`src/hdl/srtf_pkg.sv`:
```
`timescale 1ns / 1ps
// ----------------------------------------------------------------------------
// srtf_pkg
// Shared types, codes and defaults for the shortest-remaining-time scheduler.
// ----------------------------------------------------------------------------
package srtf_pkg;

    // field widths of the channel payloads
    localparam int SLOT_W  = 4;
    localparam int BURST_W = 16;
    localparam int OUT_W   = 16;

    // defaults for the top-level parameters
    localparam int DEF_SLOTS     = 16;
    localparam int DEF_TIME_BITS = 16;

    // operation codes carried in func
    localparam logic FUNC_ARRIVE = 1'b0;
    localparam logic FUNC_TICK   = 1'b1;

    // result status codes
    localparam logic [1:0] STAT_OK       = 2'd0;
    localparam logic [1:0] STAT_OCCUPIED = 2'd1;
    localparam logic [1:0] STAT_ZERO     = 2'd2;

    // classified command passed from the front end to the execution unit
    typedef struct packed {
        logic               is_tick;
        logic               slot_ok;
        logic               zero_burst;
        logic [SLOT_W-1:0]  slot;
        logic [BURST_W-1:0] burst;
    } cmd_t;

endpackage

```
`src/hdl/srtf_if.sv`:
```
`timescale 1ns / 1ps
// ----------------------------------------------------------------------------
// srtf_cmd_if / srtf_res_if
// Valid/ready channels for scheduler commands and scheduler results.
// ----------------------------------------------------------------------------
interface srtf_cmd_if;
    logic        valid;
    logic        ready;
    logic        func;
    logic [3:0]  slot;
    logic [15:0] burst_time;

    modport source (output valid, output func, output slot, output burst_time, input ready);
    modport sink   (input valid, input func, input slot, input burst_time, output ready);
endinterface

interface srtf_res_if;
    logic        valid;
    logic        ready;
    logic [1:0]  status;
    logic [3:0]  ran_slot;
    logic        cpu_idle;
    logic        finished;
    logic [15:0] turnaround;
    logic [15:0] waiting;
    logic [15:0] response;
    logic [15:0] current_time;
    logic [15:0] idle_total;

    modport source (
        output valid, output status, output ran_slot, output cpu_idle, output finished,
        output turnaround, output waiting, output response, output current_time,
        output idle_total, input ready
    );
    modport sink (
        input valid, input status, input ran_slot, input cpu_idle, input finished,
        input turnaround, input waiting, input response, input current_time,
        input idle_total, output ready
    );
endinterface

```
`src/hdl/srtf_ram.sv`:
```
`timescale 1ns / 1ps
// ----------------------------------------------------------------------------
// srtf_ram
// Generic single-write, single-read RAM with registered read data.
// ----------------------------------------------------------------------------
module srtf_ram #(
    parameter int WIDTH = 64,
    parameter int DEPTH = 16
) (
    input  logic                     clk,
    input  logic                     wr_en,
    input  logic [$clog2(DEPTH)-1:0] wr_addr,
    input  logic [WIDTH-1:0]         wr_data,
    input  logic [$clog2(DEPTH)-1:0] rd_addr,
    output logic [WIDTH-1:0]         rd_data
);

    logic [WIDTH-1:0] mem [DEPTH];

    // write port and registered read port
    always_ff @(posedge clk)
    begin
        if (wr_en)
        begin
            mem[wr_addr] <= wr_data;
        end
        rd_data <= mem[rd_addr];
    end

endmodule

```
`src/hdl/srtf_front.sv`:
```
`timescale 1ns / 1ps
// ----------------------------------------------------------------------------
// srtf_front
// Accepts command transactions, classifies them and buffers them in a
// two-entry queue ahead of the execution unit.
// ----------------------------------------------------------------------------
module srtf_front #(
    parameter int SLOTS = srtf_pkg::DEF_SLOTS
) (
    input  logic            clk,
    input  logic            rst_n,
    srtf_cmd_if.sink        cmd,
    output logic            q_vld,
    output srtf_pkg::cmd_t  q_head,
    input  logic            q_pop
);
    import srtf_pkg::*;

    localparam int QD = 2;

    cmd_t       q_mem_reg [QD];
    logic       wr_ptr_reg, wr_ptr_next;
    logic       rd_ptr_reg, rd_ptr_next;
    logic [1:0] cnt_reg, cnt_next;
    logic       push;
    logic       pop;
    cmd_t       cls;

    // classify the incoming command
    always_comb
    begin
        cls.is_tick    = (cmd.func == FUNC_TICK);
        cls.slot_ok    = (int'(cmd.slot) < SLOTS);
        cls.zero_burst = (cmd.burst_time == '0);
        cls.slot       = cmd.slot;
        cls.burst      = cmd.burst_time;
    end

    // queue control
    assign cmd.ready = (cnt_reg != 2'(QD));
    assign push      = cmd.valid && cmd.ready;
    assign q_vld     = (cnt_reg != 2'd0);
    assign pop       = q_pop && q_vld;
    assign q_head    = q_mem_reg[rd_ptr_reg];

    always_comb
    begin
        wr_ptr_next = push ? ~wr_ptr_reg : wr_ptr_reg;
        rd_ptr_next = pop ? ~rd_ptr_reg : rd_ptr_reg;
        cnt_next    = cnt_reg;
        if (push && !pop)
        begin
            cnt_next = cnt_reg + 2'd1;
        end
        else if (pop && !push)
        begin
            cnt_next = cnt_reg - 2'd1;
        end
    end

    always_ff @(posedge clk or negedge rst_n)
    begin
        if (!rst_n)
        begin
            wr_ptr_reg <= 1'b0;
            rd_ptr_reg <= 1'b0;
            cnt_reg    <= 2'd0;
        end
        else
        begin
            wr_ptr_reg <= wr_ptr_next;
            rd_ptr_reg <= rd_ptr_next;
            cnt_reg    <= cnt_next;
        end
    end

    // queue storage
    always_ff @(posedge clk)
    begin
        if (push)
        begin
            q_mem_reg[wr_ptr_reg] <= cls;
        end
    end

endmodule

```
`src/hdl/srtf_back.sv`:
```
`timescale 1ns / 1ps
// ----------------------------------------------------------------------------
// srtf_back
// Execution unit: loads arrivals into the slot table, walks the table one
// slot per cycle to pick the shortest remaining time, runs it and reports.
// ----------------------------------------------------------------------------
module srtf_back #(
    parameter int SLOTS     = srtf_pkg::DEF_SLOTS,
    parameter int TIME_BITS = srtf_pkg::DEF_TIME_BITS
) (
    input  logic            clk,
    input  logic            rst_n,
    input  logic            q_vld,
    input  srtf_pkg::cmd_t  q_head,
    output logic            q_pop,
    srtf_res_if.source      res
);
    import srtf_pkg::*;

    localparam int IDX_W = (SLOTS > 1) ? $clog2(SLOTS) : 1;
    localparam int TB    = TIME_BITS;
    localparam int ROW_W = 4 * TB;

    localparam logic [2:0] S_IDLE   = 3'd0;
    localparam logic [2:0] S_SCAN   = 3'd1;
    localparam logic [2:0] S_DRAIN  = 3'd2;
    localparam logic [2:0] S_UPDATE = 3'd3;
    localparam logic [2:0] S_FINISH = 3'd4;

    localparam logic [IDX_W-1:0] LAST_IDX = IDX_W'(SLOTS - 1);
    localparam logic [TB-1:0]    TMAX     = {TB{1'b1}};

    function automatic logic [TB-1:0] sat_inc(input logic [TB-1:0] v);
        return (v == TMAX) ? v : v + 1'b1;
    endfunction

    // control state
    logic [2:0]       state_reg, state_next;
    logic [IDX_W-1:0] idx_reg, idx_next;
    logic             rd_vld_reg, rd_vld_next;
    logic [IDX_W-1:0] rd_idx_reg, rd_idx_next;
    logic             best_vld_reg, best_vld_next;
    logic [SLOTS-1:0] occ_reg, occ_next;
    logic [SLOTS-1:0] started_reg, started_next;
    logic [TB-1:0]    time_reg, time_next;
    logic [TB-1:0]    idle_reg, idle_next;
    logic             res_vld_reg, res_vld_next;

    // datapath registers
    logic [IDX_W-1:0] best_idx_reg, best_idx_next;
    logic [TB-1:0]    best_arr_reg, best_arr_next;
    logic [TB-1:0]    best_burst_reg, best_burst_next;
    logic [TB-1:0]    best_rem_reg, best_rem_next;
    logic [TB-1:0]    best_fs_reg, best_fs_next;
    logic [TB-1:0]    fs_reg, fs_next;
    logic             done_reg, done_next;
    logic [1:0]       o_status_reg, o_status_next;
    logic [3:0]       o_ran_reg, o_ran_next;
    logic             o_idle_reg, o_idle_next;
    logic             o_fin_reg, o_fin_next;
    logic [TB-1:0]    o_tat_reg, o_tat_next;
    logic [TB-1:0]    o_wt_reg, o_wt_next;
    logic [TB-1:0]    o_rt_reg, o_rt_next;
    logic [TB-1:0]    o_time_reg, o_time_next;
    logic [TB-1:0]    o_itot_reg, o_itot_next;

    // slot table port signals
    logic             wr_en;
    logic [IDX_W-1:0] wr_addr;
    logic [ROW_W-1:0] wr_data;
    logic [IDX_W-1:0] rd_addr;
    logic [ROW_W-1:0] rd_data;

    // helpers
    logic [TB-1:0]    cand_arr, cand_burst, cand_rem, cand_fs;
    logic             cand_better;
    logic [IDX_W-1:0] arr_idx;
    logic [TB-1:0]    bsat;
    logic [TB-1:0]    fs_use;
    logic [TB-1:0]    rem_new;
    logic [TB-1:0]    tat;

    // slot table: {arrival, burst, remaining, first start} per slot
    srtf_ram #(
        .WIDTH (ROW_W),
        .DEPTH (SLOTS)
    ) u_tbl (
        .clk     (clk),
        .wr_en   (wr_en),
        .wr_addr (wr_addr),
        .wr_data (wr_data),
        .rd_addr (rd_addr),
        .rd_data (rd_data)
    );

    // unpack the row read back and compare against the current best
    assign cand_arr   = rd_data[4*TB-1:3*TB];
    assign cand_burst = rd_data[3*TB-1:2*TB];
    assign cand_rem   = rd_data[2*TB-1:TB];
    assign cand_fs    = rd_data[TB-1:0];
    assign cand_better = rd_vld_reg && occ_reg[rd_idx_reg] &&
                         (!best_vld_reg || (cand_rem < best_rem_reg) ||
                          ((cand_rem == best_rem_reg) && (cand_arr < best_arr_reg)));

    // arrival decode
    assign arr_idx = IDX_W'(q_head.slot);
    assign bsat    = (33'(q_head.burst) > 33'(TMAX)) ? TMAX : TB'(q_head.burst);

    // run step for the picked slot
    assign fs_use  = started_reg[best_idx_reg] ? best_fs_reg : time_reg;
    assign rem_new = (best_rem_reg != '0) ? best_rem_reg - 1'b1 : best_rem_reg;
    assign tat     = time_reg - best_arr_reg;

    always_comb
    begin
        state_next      = state_reg;
        idx_next        = idx_reg;
        rd_vld_next     = 1'b0;
        rd_idx_next     = rd_idx_reg;
        best_vld_next   = best_vld_reg;
        occ_next        = occ_reg;
        started_next    = started_reg;
        time_next       = time_reg;
        idle_next       = idle_reg;
        res_vld_next    = res_vld_reg && !res.ready;
        best_idx_next   = best_idx_reg;
        best_arr_next   = best_arr_reg;
        best_burst_next = best_burst_reg;
        best_rem_next   = best_rem_reg;
        best_fs_next    = best_fs_reg;
        fs_next         = fs_reg;
        done_next       = done_reg;
        o_status_next   = o_status_reg;
        o_ran_next      = o_ran_reg;
        o_idle_next     = o_idle_reg;
        o_fin_next      = o_fin_reg;
        o_tat_next      = o_tat_reg;
        o_wt_next       = o_wt_reg;
        o_rt_next       = o_rt_reg;
        o_time_next     = o_time_reg;
        o_itot_next     = o_itot_reg;
        q_pop           = 1'b0;
        wr_en           = 1'b0;
        wr_addr         = best_idx_reg;
        wr_data         = {best_arr_reg, best_burst_reg, rem_new, fs_use};
        rd_addr         = idx_reg;

        // running minimum over the rows coming back from the table
        if (cand_better)
        begin
            best_vld_next   = 1'b1;
            best_idx_next   = rd_idx_reg;
            best_arr_next   = cand_arr;
            best_burst_next = cand_burst;
            best_rem_next   = cand_rem;
            best_fs_next    = cand_fs;
        end

        case (state_reg)
            S_IDLE:
            begin
                if (q_vld && !res_vld_reg)
                begin
                    q_pop         = 1'b1;
                    o_status_next = STAT_OK;
                    o_ran_next    = 4'd0;
                    o_idle_next   = 1'b0;
                    o_fin_next    = 1'b0;
                    o_tat_next    = '0;
                    o_wt_next     = '0;
                    o_rt_next     = '0;
                    o_time_next   = time_reg;
                    o_itot_next   = idle_reg;
                    if (!q_head.is_tick)
                    begin
                        // arrival: refuse or load the slot
                        res_vld_next = 1'b1;
                        if (!q_head.slot_ok || occ_reg[arr_idx])
                        begin
                            o_status_next = STAT_OCCUPIED;
                        end
                        else if (q_head.zero_burst)
                        begin
                            o_status_next = STAT_ZERO;
                        end
                        else
                        begin
                            wr_en                 = 1'b1;
                            wr_addr               = arr_idx;
                            wr_data               = {time_reg, bsat, bsat, {TB{1'b0}}};
                            occ_next[arr_idx]     = 1'b1;
                            started_next[arr_idx] = 1'b0;
                        end
                    end
                    else if (occ_reg == '0)
                    begin
                        // idle tick
                        res_vld_next = 1'b1;
                        time_next    = sat_inc(time_reg);
                        idle_next    = sat_inc(idle_reg);
                        o_idle_next  = 1'b1;
                        o_time_next  = sat_inc(time_reg);
                        o_itot_next  = sat_inc(idle_reg);
                    end
                    else
                    begin
                        state_next    = S_SCAN;
                        idx_next      = '0;
                        best_vld_next = 1'b0;
                    end
                end
            end

            S_SCAN:
            begin
                // issue one slot read per cycle
                rd_vld_next = 1'b1;
                rd_idx_next = idx_reg;
                if (idx_reg == LAST_IDX)
                begin
                    state_next = S_DRAIN;
                end
                else
                begin
                    idx_next = idx_reg + 1'b1;
                end
            end

            S_DRAIN:
            begin
                state_next = S_UPDATE;
            end

            S_UPDATE:
            begin
                // run the picked slot for one unit
                time_next = sat_inc(time_reg);
                fs_next   = fs_use;
                if (rem_new == '0)
                begin
                    done_next                  = 1'b1;
                    occ_next[best_idx_reg]     = 1'b0;
                    started_next[best_idx_reg] = 1'b0;
                end
                else
                begin
                    done_next                  = 1'b0;
                    wr_en                      = 1'b1;
                    started_next[best_idx_reg] = 1'b1;
                end
                state_next = S_FINISH;
            end

            S_FINISH:
            begin
                // build the tick result
                res_vld_next  = 1'b1;
                o_status_next = STAT_OK;
                o_ran_next    = 4'(best_idx_reg);
                o_idle_next   = 1'b0;
                o_fin_next    = done_reg;
                o_tat_next    = '0;
                o_wt_next     = '0;
                o_rt_next     = '0;
                o_time_next   = time_reg;
                o_itot_next   = idle_reg;
                if (done_reg)
                begin
                    o_tat_next = tat;
                    o_wt_next  = (tat > best_burst_reg) ? tat - best_burst_reg : '0;
                    o_rt_next  = fs_reg - best_arr_reg;
                end
                state_next = S_IDLE;
            end

            default:
            begin
                state_next = S_IDLE;
            end
        endcase
    end

    // control registers
    always_ff @(posedge clk or negedge rst_n)
    begin
        if (!rst_n)
        begin
            state_reg    <= S_IDLE;
            idx_reg      <= '0;
            rd_vld_reg   <= 1'b0;
            rd_idx_reg   <= '0;
            best_vld_reg <= 1'b0;
            occ_reg      <= '0;
            started_reg  <= '0;
            time_reg     <= '0;
            idle_reg     <= '0;
            res_vld_reg  <= 1'b0;
        end
        else
        begin
            state_reg    <= state_next;
            idx_reg      <= idx_next;
            rd_vld_reg   <= rd_vld_next;
            rd_idx_reg   <= rd_idx_next;
            best_vld_reg <= best_vld_next;
            occ_reg      <= occ_next;
            started_reg  <= started_next;
            time_reg     <= time_next;
            idle_reg     <= idle_next;
            res_vld_reg  <= res_vld_next;
        end
    end

    // payload registers
    always_ff @(posedge clk)
    begin
        best_idx_reg   <= best_idx_next;
        best_arr_reg   <= best_arr_next;
        best_burst_reg <= best_burst_next;
        best_rem_reg   <= best_rem_next;
        best_fs_reg    <= best_fs_next;
        fs_reg         <= fs_next;
        done_reg       <= done_next;
        o_status_reg   <= o_status_next;
        o_ran_reg      <= o_ran_next;
        o_idle_reg     <= o_idle_next;
        o_fin_reg      <= o_fin_next;
        o_tat_reg      <= o_tat_next;
        o_wt_reg       <= o_wt_next;
        o_rt_reg       <= o_rt_next;
        o_time_reg     <= o_time_next;
        o_itot_reg     <= o_itot_next;
    end

    // result channel
    assign res.valid        = res_vld_reg;
    assign res.status       = o_status_reg;
    assign res.ran_slot     = o_ran_reg;
    assign res.cpu_idle     = o_idle_reg;
    assign res.finished     = o_fin_reg;
    assign res.turnaround   = OUT_W'(o_tat_reg);
    assign res.waiting      = OUT_W'(o_wt_reg);
    assign res.response     = OUT_W'(o_rt_reg);
    assign res.current_time = OUT_W'(o_time_reg);
    assign res.idle_total   = OUT_W'(o_itot_reg);

endmodule

```
`src/hdl/srtf_tick_scheduler.sv`:
```
`timescale 1ns / 1ps
// An arrive or an idle tick registers its result on acceptance in the idle state; a tick that finds
// an occupied slot gives its result after the scan, drain, update and finish states.
// A tick is paced by the walk over the slot table, one slot per cycle through its single
// read port; the execution unit takes a new command only in idle, once the last result is taken.
// A two-entry command queue keeps accepting while the execution unit is busy, until it is full.
// Reset (rst_n, async, active low) empties every slot and zeroes time and idle counters.
// ----------------------------------------------------------------------------
// srtf_tick_scheduler
// Preemptive shortest-remaining-time scheduler over a table of process slots.
// ----------------------------------------------------------------------------
module srtf_tick_scheduler #(
    parameter int SLOTS     = srtf_pkg::DEF_SLOTS,
    parameter int TIME_BITS = srtf_pkg::DEF_TIME_BITS
) (
    input  logic        clk,
    input  logic        rst_n,
    srtf_cmd_if.sink    cmd,
    srtf_res_if.source  res
);
    import srtf_pkg::*;

    logic q_vld;
    cmd_t q_head;
    logic q_pop;

    // command intake and queue
    srtf_front #(
        .SLOTS (SLOTS)
    ) u_front (
        .clk    (clk),
        .rst_n  (rst_n),
        .cmd    (cmd),
        .q_vld  (q_vld),
        .q_head (q_head),
        .q_pop  (q_pop)
    );

    // scheduling and bookkeeping
    srtf_back #(
        .SLOTS     (SLOTS),
        .TIME_BITS (TIME_BITS)
    ) u_back (
        .clk    (clk),
        .rst_n  (rst_n),
        .q_vld  (q_vld),
        .q_head (q_head),
        .q_pop  (q_pop),
        .res    (res)
    );

endmodule

```
`src/flat_wrapper.sv`:
```
// flat-port wrapper written by rule: the top's interface ports become plain ports
module srtf_tick_scheduler_flat import srtf_pkg::*;
#(
    parameter int SLOTS     = srtf_pkg::DEF_SLOTS,
    parameter int TIME_BITS = srtf_pkg::DEF_TIME_BITS
)
  (clk, rst_n, cmd_valid, cmd_func, cmd_slot, cmd_burst_time, cmd_ready, res_valid, res_status, res_ran_slot, res_cpu_idle, res_finished, res_turnaround, res_waiting, res_response, res_current_time, res_idle_total, res_ready);
  srtf_cmd_if cmd_i ();
  srtf_res_if res_i ();
  input  logic clk;
  input  logic rst_n;
  input wire logic [$bits(cmd_i.valid)-1:0] cmd_valid;
  input wire logic [$bits(cmd_i.func)-1:0] cmd_func;
  input wire logic [$bits(cmd_i.slot)-1:0] cmd_slot;
  input wire logic [$bits(cmd_i.burst_time)-1:0] cmd_burst_time;
  output wire logic [$bits(cmd_i.ready)-1:0] cmd_ready;
  output wire logic [$bits(res_i.valid)-1:0] res_valid;
  output wire logic [$bits(res_i.status)-1:0] res_status;
  output wire logic [$bits(res_i.ran_slot)-1:0] res_ran_slot;
  output wire logic [$bits(res_i.cpu_idle)-1:0] res_cpu_idle;
  output wire logic [$bits(res_i.finished)-1:0] res_finished;
  output wire logic [$bits(res_i.turnaround)-1:0] res_turnaround;
  output wire logic [$bits(res_i.waiting)-1:0] res_waiting;
  output wire logic [$bits(res_i.response)-1:0] res_response;
  output wire logic [$bits(res_i.current_time)-1:0] res_current_time;
  output wire logic [$bits(res_i.idle_total)-1:0] res_idle_total;
  input wire logic [$bits(res_i.ready)-1:0] res_ready;
  assign cmd_i.valid = cmd_valid;
  assign cmd_i.func = cmd_func;
  assign cmd_i.slot = cmd_slot;
  assign cmd_i.burst_time = cmd_burst_time;
  assign cmd_ready = cmd_i.ready;
  assign res_valid = res_i.valid;
  assign res_status = res_i.status;
  assign res_ran_slot = res_i.ran_slot;
  assign res_cpu_idle = res_i.cpu_idle;
  assign res_finished = res_i.finished;
  assign res_turnaround = res_i.turnaround;
  assign res_waiting = res_i.waiting;
  assign res_response = res_i.response;
  assign res_current_time = res_i.current_time;
  assign res_idle_total = res_i.idle_total;
  assign res_i.ready = res_ready;
  srtf_tick_scheduler #(.SLOTS(SLOTS), .TIME_BITS(TIME_BITS)) u_core (.clk(clk), .rst_n(rst_n), .cmd(cmd_i), .res(res_i));
endmodule
```
`config.mk`:
```
export PLATFORM = sky130hd
export DESIGN_NAME = srtf_tick_scheduler_flat
export DESIGN_NICKNAME = d
export VERILOG_FILES = /design/src/hdl/srtf_pkg.sv /design/src/hdl/srtf_if.sv /design/src/hdl/srtf_ram.sv /design/src/hdl/srtf_front.sv /design/src/hdl/srtf_back.sv /design/src/hdl/srtf_tick_scheduler.sv /design/src/flat_wrapper.sv
export SDC_FILE = /design/constraint.sdc
export NUM_CORES = 2
export LEC_CHECK = 0
export BUFFER_PORTS_ARGS = -buffer_cell sky130_fd_sc_hd__buf_4
export CORE_MARGIN = 1
export CORE_UTILIZATION = 40
export DETAILED_ROUTE_END_ITERATION = 16
export PLACE_DENSITY = 0.66
export SLEW_MARGIN = 25
export SYNTH_ARGS = -nofsm -noshare
export SYNTH_HDL_FRONTEND = slang
export SYNTH_SLANG_ARGS = --single-unit
```
`constraint.sdc`:
```
create_clock -name clk -period 8.5 [get_ports clk]
set_input_delay 1.275 -clock clk [delete_from_list [all_inputs] [get_ports clk]]
set_output_delay 1.275 -clock clk [all_outputs]
set_load 0.02 [all_outputs]
```
Word level (Yosys, flattened, before mapping)
Memories as Yosys holds them, arrays and structs flattened. A register that Yosys moved wholly into a read port is not among the register bits.
Cells that the tools add are included.
- memories kept: 2
- ROM bits: 0
- flip-flop bits (word level): 255
- bits in latches: 0
- RAM bits: 1068
- output and inout port bits: 90
- input port bits: 25
- memory list (memory ; words ; width ; rd ports ; clocked after memory_dff ; wr ports ; line ; RTL):
    u_core.u_back.u_tbl.mem ; 16 ; 64 ; 1 ; 1 ; 1 ; srtf_ram.sv:18 ; logic [WIDTH-1:0] mem [DEPTH];
    u_core.u_front.q_mem_reg ; 2 ; 22 ; 1 ; 0 ; 1 ; srtf_front.sv:21 ; cmd_t q_mem_reg [QD];
- divide/modulo/power cells: 0
- order comparisons: 8
- multiply operators: 0
- bitwise logic cells: 9
- add/sub/neg operators: 9
- shifts and indexed selects: 0
- equality and inequality tests: 18
- reduce and logical (&&, ||, !) cells: 37
- muxes and demuxes: 101
- operators by type and width (kind ; count):
    16-bit two-way mux ; 25
    64-bit two-way mux ; 5
    16-bit case mux with 2 select lines ; 8
    16-bit AND ; 3
    16-bit logical NOT ; 3
    16-bit subtractor ; 3
    4-bit two-way mux ; 10
    16-bit by 1-bit adder with 16-bit output (second input constant) ; 2
    16-bit == test (second input constant) ; 2
    16-bit less-than comparator ; 2
    16-bit inverter ; 2
    16-bit bitwise OR ; 2
    1-bit two-way mux ; 30
    2-bit inequality test (second input constant) ; 10
    16-bit == test ; 1
    16-bit greater-than comparator ; 1
    4-bit case mux with 2 select lines ; 2
    16-bit nonzero test ; 1
    16-bit by 1-bit subtractor with 16-bit output (second input constant) ; 1
    4-bit by 5-bit less-than comparator with 1-bit output (second input constant) ; 3
    1-bit binary-select mux with 4-bit select ; 3
    2-bit two-way mux ; 6
    3-bit two-way mux ; 4
    3-bit case mux with 4 select lines ; 1
    other kinds (22) ; 52

Depth between registers and ports, before layout
An unclocked memory read counts as a cell.
- depth in word-level cells: 12
- gate-level depth with buffers: 19

Modules after synthesis
Synthesis repeated with hierarchy kept, for this count alone.
- cells, all modules: 3079
- area, all modules: 55664.6 um2
- modules (own cells, without submodules) (module ; instances ; cells each ; seq. area each (um2) ; area an instance (um2)):
    srtf_ram ; 1 ; 1647 ; 32030.7 ; 39583.0
    srtf_back ; 1 ; 1339 ; 7146.9 ; 14248.7
    srtf_front ; 1 ; 93 ; 1421.4 ; 1833.0

Worst setup path after synthesis
No wires, ideal clock.
- path type: reg2reg
- from: register u_core.u_front.rd_ptr_reg
- to: memory u_core.u_back.u_tbl.mem[10][0], enable pin
- data required time: 7.993 ns
- arrival: 5.757 ns
- path slack: 2.236 ns
- cell stages (with the launch flop): 10
- clock period less this slack: 6.264 ns
- cell sequence: dfrtp_1 buf_2 mux2i_2 mux4_2 and2_1 nor4_4 nand4_2 buf_2 mux2_2 a21oi_1
- cells in the longest elaborated chain, start to end: 10
- elaborated cells on any way between the ends: 16
- ends and longest elaborated chain (element ; line ; RTL):
    from (decl) ; srtf_front.sv:23 ; logic rd_ptr_reg, rd_ptr_next;
    from (signal assigned) ; srtf_front.sv:72 ; rd_ptr_reg <= rd_ptr_next;
    memory 2 x 22 bit * ; - ;
    1-bit binary-select mux with 4-bit select ; srtf_back.sv:178 ; if (!q_head.slot_ok || occ_reg[arr_idx])
    1-bit two-way mux (implied by the code) ; srtf_back.sv:178 ;
    1-bit logical OR ; srtf_back.sv:178 ;
    1-bit two-way mux ; srtf_back.sv:178 ;
    1-bit two-way mux ; srtf_back.sv:174 ; if (!q_head.is_tick)
    1-bit two-way mux ; srtf_back.sv:162 ; if (q_vld && !res_vld_reg)
    1-bit case mux with 2 select lines ; srtf_back.sv:159 ; case (state_reg)
    1-bit two-way mux ; srtf_ram.sv:23 ; if (wr_en)
    1-bit two-way mux (implied by the code) ; srtf_ram.sv:25 ; mem[wr_addr] <= wr_data;
    to (decl) ; srtf_ram.sv:18 ;
Every way passes the cells marked *; elsewhere a longest branch is shown, timed or not. The select of a mux whose other input is x is not followed.

Worst setup path after layout
- from: register u_core.u_front.rd_ptr_reg
- to: memory u_core.u_back.u_tbl.mem[15][39], enable pin
Same word-level chain as after synthesis.

==> results.json <==
{
  "status": "completed",
  "synthFlopType": "edfxtp_1",
  "antenna_found_initial": 9,
  "synth.most_common_cell": "edfxtp_1",
  "io_buffer_count": 114,
  "wirelength_um": 137000,
  "startpoint_type": "flop",
  "multi_input_area_um2": 15200,
  "fp.dieArea_um2": 143000,
  "final_util_pct": 46.1,
  "regArea_um2": 40600,
  "required_ns": 8.88,
  "syn_nets": 3536,
  "synth_area_leaders": "edfxtp_1 66%, mux4_2 5.5%, mux2i_1 3.7%",
  "clk_pin_slew_ns": 0.06,
  "hold_slack_ns": 0.366,
  "post_synth_instance_area_um2": 56500,
  "via_count": 31100,
  "period_share_pct": 65.6,
  "clkLatencyLatePin_ns": 0.77,
  "path_max_fanout": 54,
  "drtPass1Iterations": 5,
  "finClkSkew_ns": 0.0257,
  "grt_pass1_vias": 30700,
  "drive_gt1_share_pct": 18.9,
  "power_leakage_nw": 22.0,
  "synth_warnings": 0,
  "synth_top_cell_area_share_pct": 66.0,
  "grt_first_pass_wirelength_um": 203000,
  "netlist_top_cells_count": "1,241 x edfxtp_1, 206 x mux2i_1, 195 x o21ai_0",
  "chipWidth_um": 378,
  "hold_class": "in -> async",
  "synth.distinct_cells": 76,
  "fillers": 11900,
  "powerDensity_nw_per_um2": 327,
  "drt-initial-drc-count": 3033,
  "synth-seq-area-share_pct": 71.9,
  "vias_per_cell": 5.58,
  "max_slew_margin_pct": 29.4,
  "maxSlewViolCount": 0,
  "cts_resized": 0,
  "clockBufferDepth": 3,
  "hold_viol": 0,
  "fp-row-count": 137,
  "post_synth_inst_count": 3426,
  "nNetsFinal": 3694,
  "cts.sinks": 1387,
  "yosysTopAreaCell": "edfxtp_1",
  "dp_cells": 5321,
  "htree_levels": 4,
  "numCtsBuffers": 137,
  "hpwl_um": 82000,
  "grt_max_degree": 93,
  "cts_setup_buffers": 0,
  "io_pins": 115,
  "wl_per_cell_um": 24.6,
  "grt_usage_pct": 19.2,
  "die_h_um": 378,
  "synth_seq_cells": 1387,
  "period_minus_slack_ns": 5.58,
  "crit_arrival_ns": 5.96,
  "initial_core_util_pct": 40.4,
  "critPathKind": "reg -> reg",
  "setup_viol": 0,
  "core_area_um2": 140000,
  "crit_path_end_kind": "flop",
  "syn_avg_cell_area_um2": 16.5,
  "timing.setup.tns_ns": 0,
  "peakVddDrop_mv": 0.290,
  "cts-root-buf": "clkbuf_16",
  "syn2layout_area_growth_pct": 14.1,
  "cts_tree": "done",
  "ant_nets": 0,
  "rsz0062_at_grt": "no",
  "overflow": 0,
  "worst-slew-pin-transition_ns": 1.06,
  "ctsHoldBuffers": 0,
  "place_congestion": 0.863,
  "largest_reg_flops": 1024,
  "cap_viol_max_count": 0,
  "drc": 0,
  "synth_edf_count": 1241,
  "layout.cells.non_filler": 5577,
  "ys_async_sr_fraction_pct": 5.91,
  "max_freq_mhz": 179
}
-- layer usage --
layer	part of all wire, %	track usage (%)	vias to the layer above
li1	-	-	13900
met1	43	26.7	15900
met2	48	31.0	1096
met3	6.8	3.16	189
met4	2.4	5.81	2
met5	0.0058	0	-
-- area by class of cell --
type                    instances  area share, %
inverters                      75          0.437
clock buffers                 187           5.93
clock inverters                68          0.976
multi-input cells            1795           23.6
repair buffers                188           2.36
well taps                    1876           3.64
diodes                          1        0.00388
flip-flops and latches       1387           63.0
-- power breakdown --
| group | internal, mW | switching (mW) |
|---|---|---|
| logic | 2.12 | 3.50 |
| registers | 8.93 | 0.547 |
| clock network | 3.36 | 2.59 |
| total | 14.4 | 6.64 |
-- final timing paths --
| kind | slack (ns) | startpoint | endpoint | cells after the start |
|---|---|---|---|---|
| max in group asynchronous | 6.87 | rst_n | u_core.u_back.idx_reg[3]$_DFFE_PN0P_ | 2 |
| max | 2.92 | u_core.u_front.rd_ptr_reg$_DFFE_PN0P_ | u_core.u_back.u_tbl.mem[15][39]$_DFFE_PP_ | 9 |
| min reg2reg | 0.40 | u_core.u_back.u_tbl.rd_data[44]$_DFF_P_ | u_core.u_back.best_burst_reg[12]$_DFFE_PP_ | 0 |
| min in group clk | 0.40 | u_core.u_back.u_tbl.rd_data[44]$_DFF_P_ | u_core.u_back.best_burst_reg[12]$_DFFE_PP_ | 0 |
| max reg2reg | 2.92 | u_core.u_front.rd_ptr_reg$_DFFE_PN0P_ | u_core.u_back.u_tbl.mem[15][39]$_DFFE_PP_ | 9 |
| min | 0.37 | rst_n | asynchronous set/reset pin | 1 |
-- critical path, stage by stage, from the launching register on --
cell,delay (ns)
dfrtp_2,0.59
mux2i_2,0.59
mux4_2,0.56
and2_1,0.19
nor4_4,0.39
nand4_4,0.84
mux2_2,0.67
a21oi_4,0.12
buf_4,0.45
buf_4,0.67
-- placed cells by master, fill, tap and decap left out, drive strengths merged, types with 18 or more instances in the layout --
cell,synthesis,routed
a211oi,19,19
a21o,21,21
a21oi,154,154
a221oi,64,64
a22oi,64,64
a31oi,21,21
and2,35,35
and3,23,23
buf,53,188
clkbuf,116,187
clkinv,0,52
dfrtp,82,82
dfxtp,64,64
edfxtp,1241,1241
ha,82,82
inv,75,80
mux2,98,98
mux2i,207,207
mux4,139,139
nand2,179,179
nand3,36,36
nand4,21,21
nor2,98,98
nor2b,23,23
nor3,45,45
o21ai,198,198
o32ai,18,18
xnor2,55,55
xor2,32,32
-- stage by stage --
stage          setup slack, ns  area, um2  power, mW
6_report                  2.92      64500       21.1
5_1_grt                   2.70      64500       21.9
4_1_cts                   3.03      64400       21.1
3_5_place_dp              3.05      59900       15.2
3_3_place_gp              3.10      59900       15.1
2_1_floorplan             2.24      56500       13.2
-- cells by family (layout without fill, tap and decap cells) --
| group | Yosys count | after routing | share of synthesized area [%] |
|---|---|---|---|
| AOI/OAI and AO/OA | 642 | 642 | 7.29 |
| xor gates and xnor gates | 87 | 87 | 1.35 |
| adders and majority gates | 85 | 85 | 1.92 |
| buffers and inverters | 244 | 518 | 1.71 |
| DFF | 1387 | 1387 | 71.9 |
| muxes | 444 | 444 | 11.2 |
| other | 0 | 1 | 0 |
| and+or+nand+nor | 537 | 537 | 4.67 |
(Power assumes the default switching activity.)
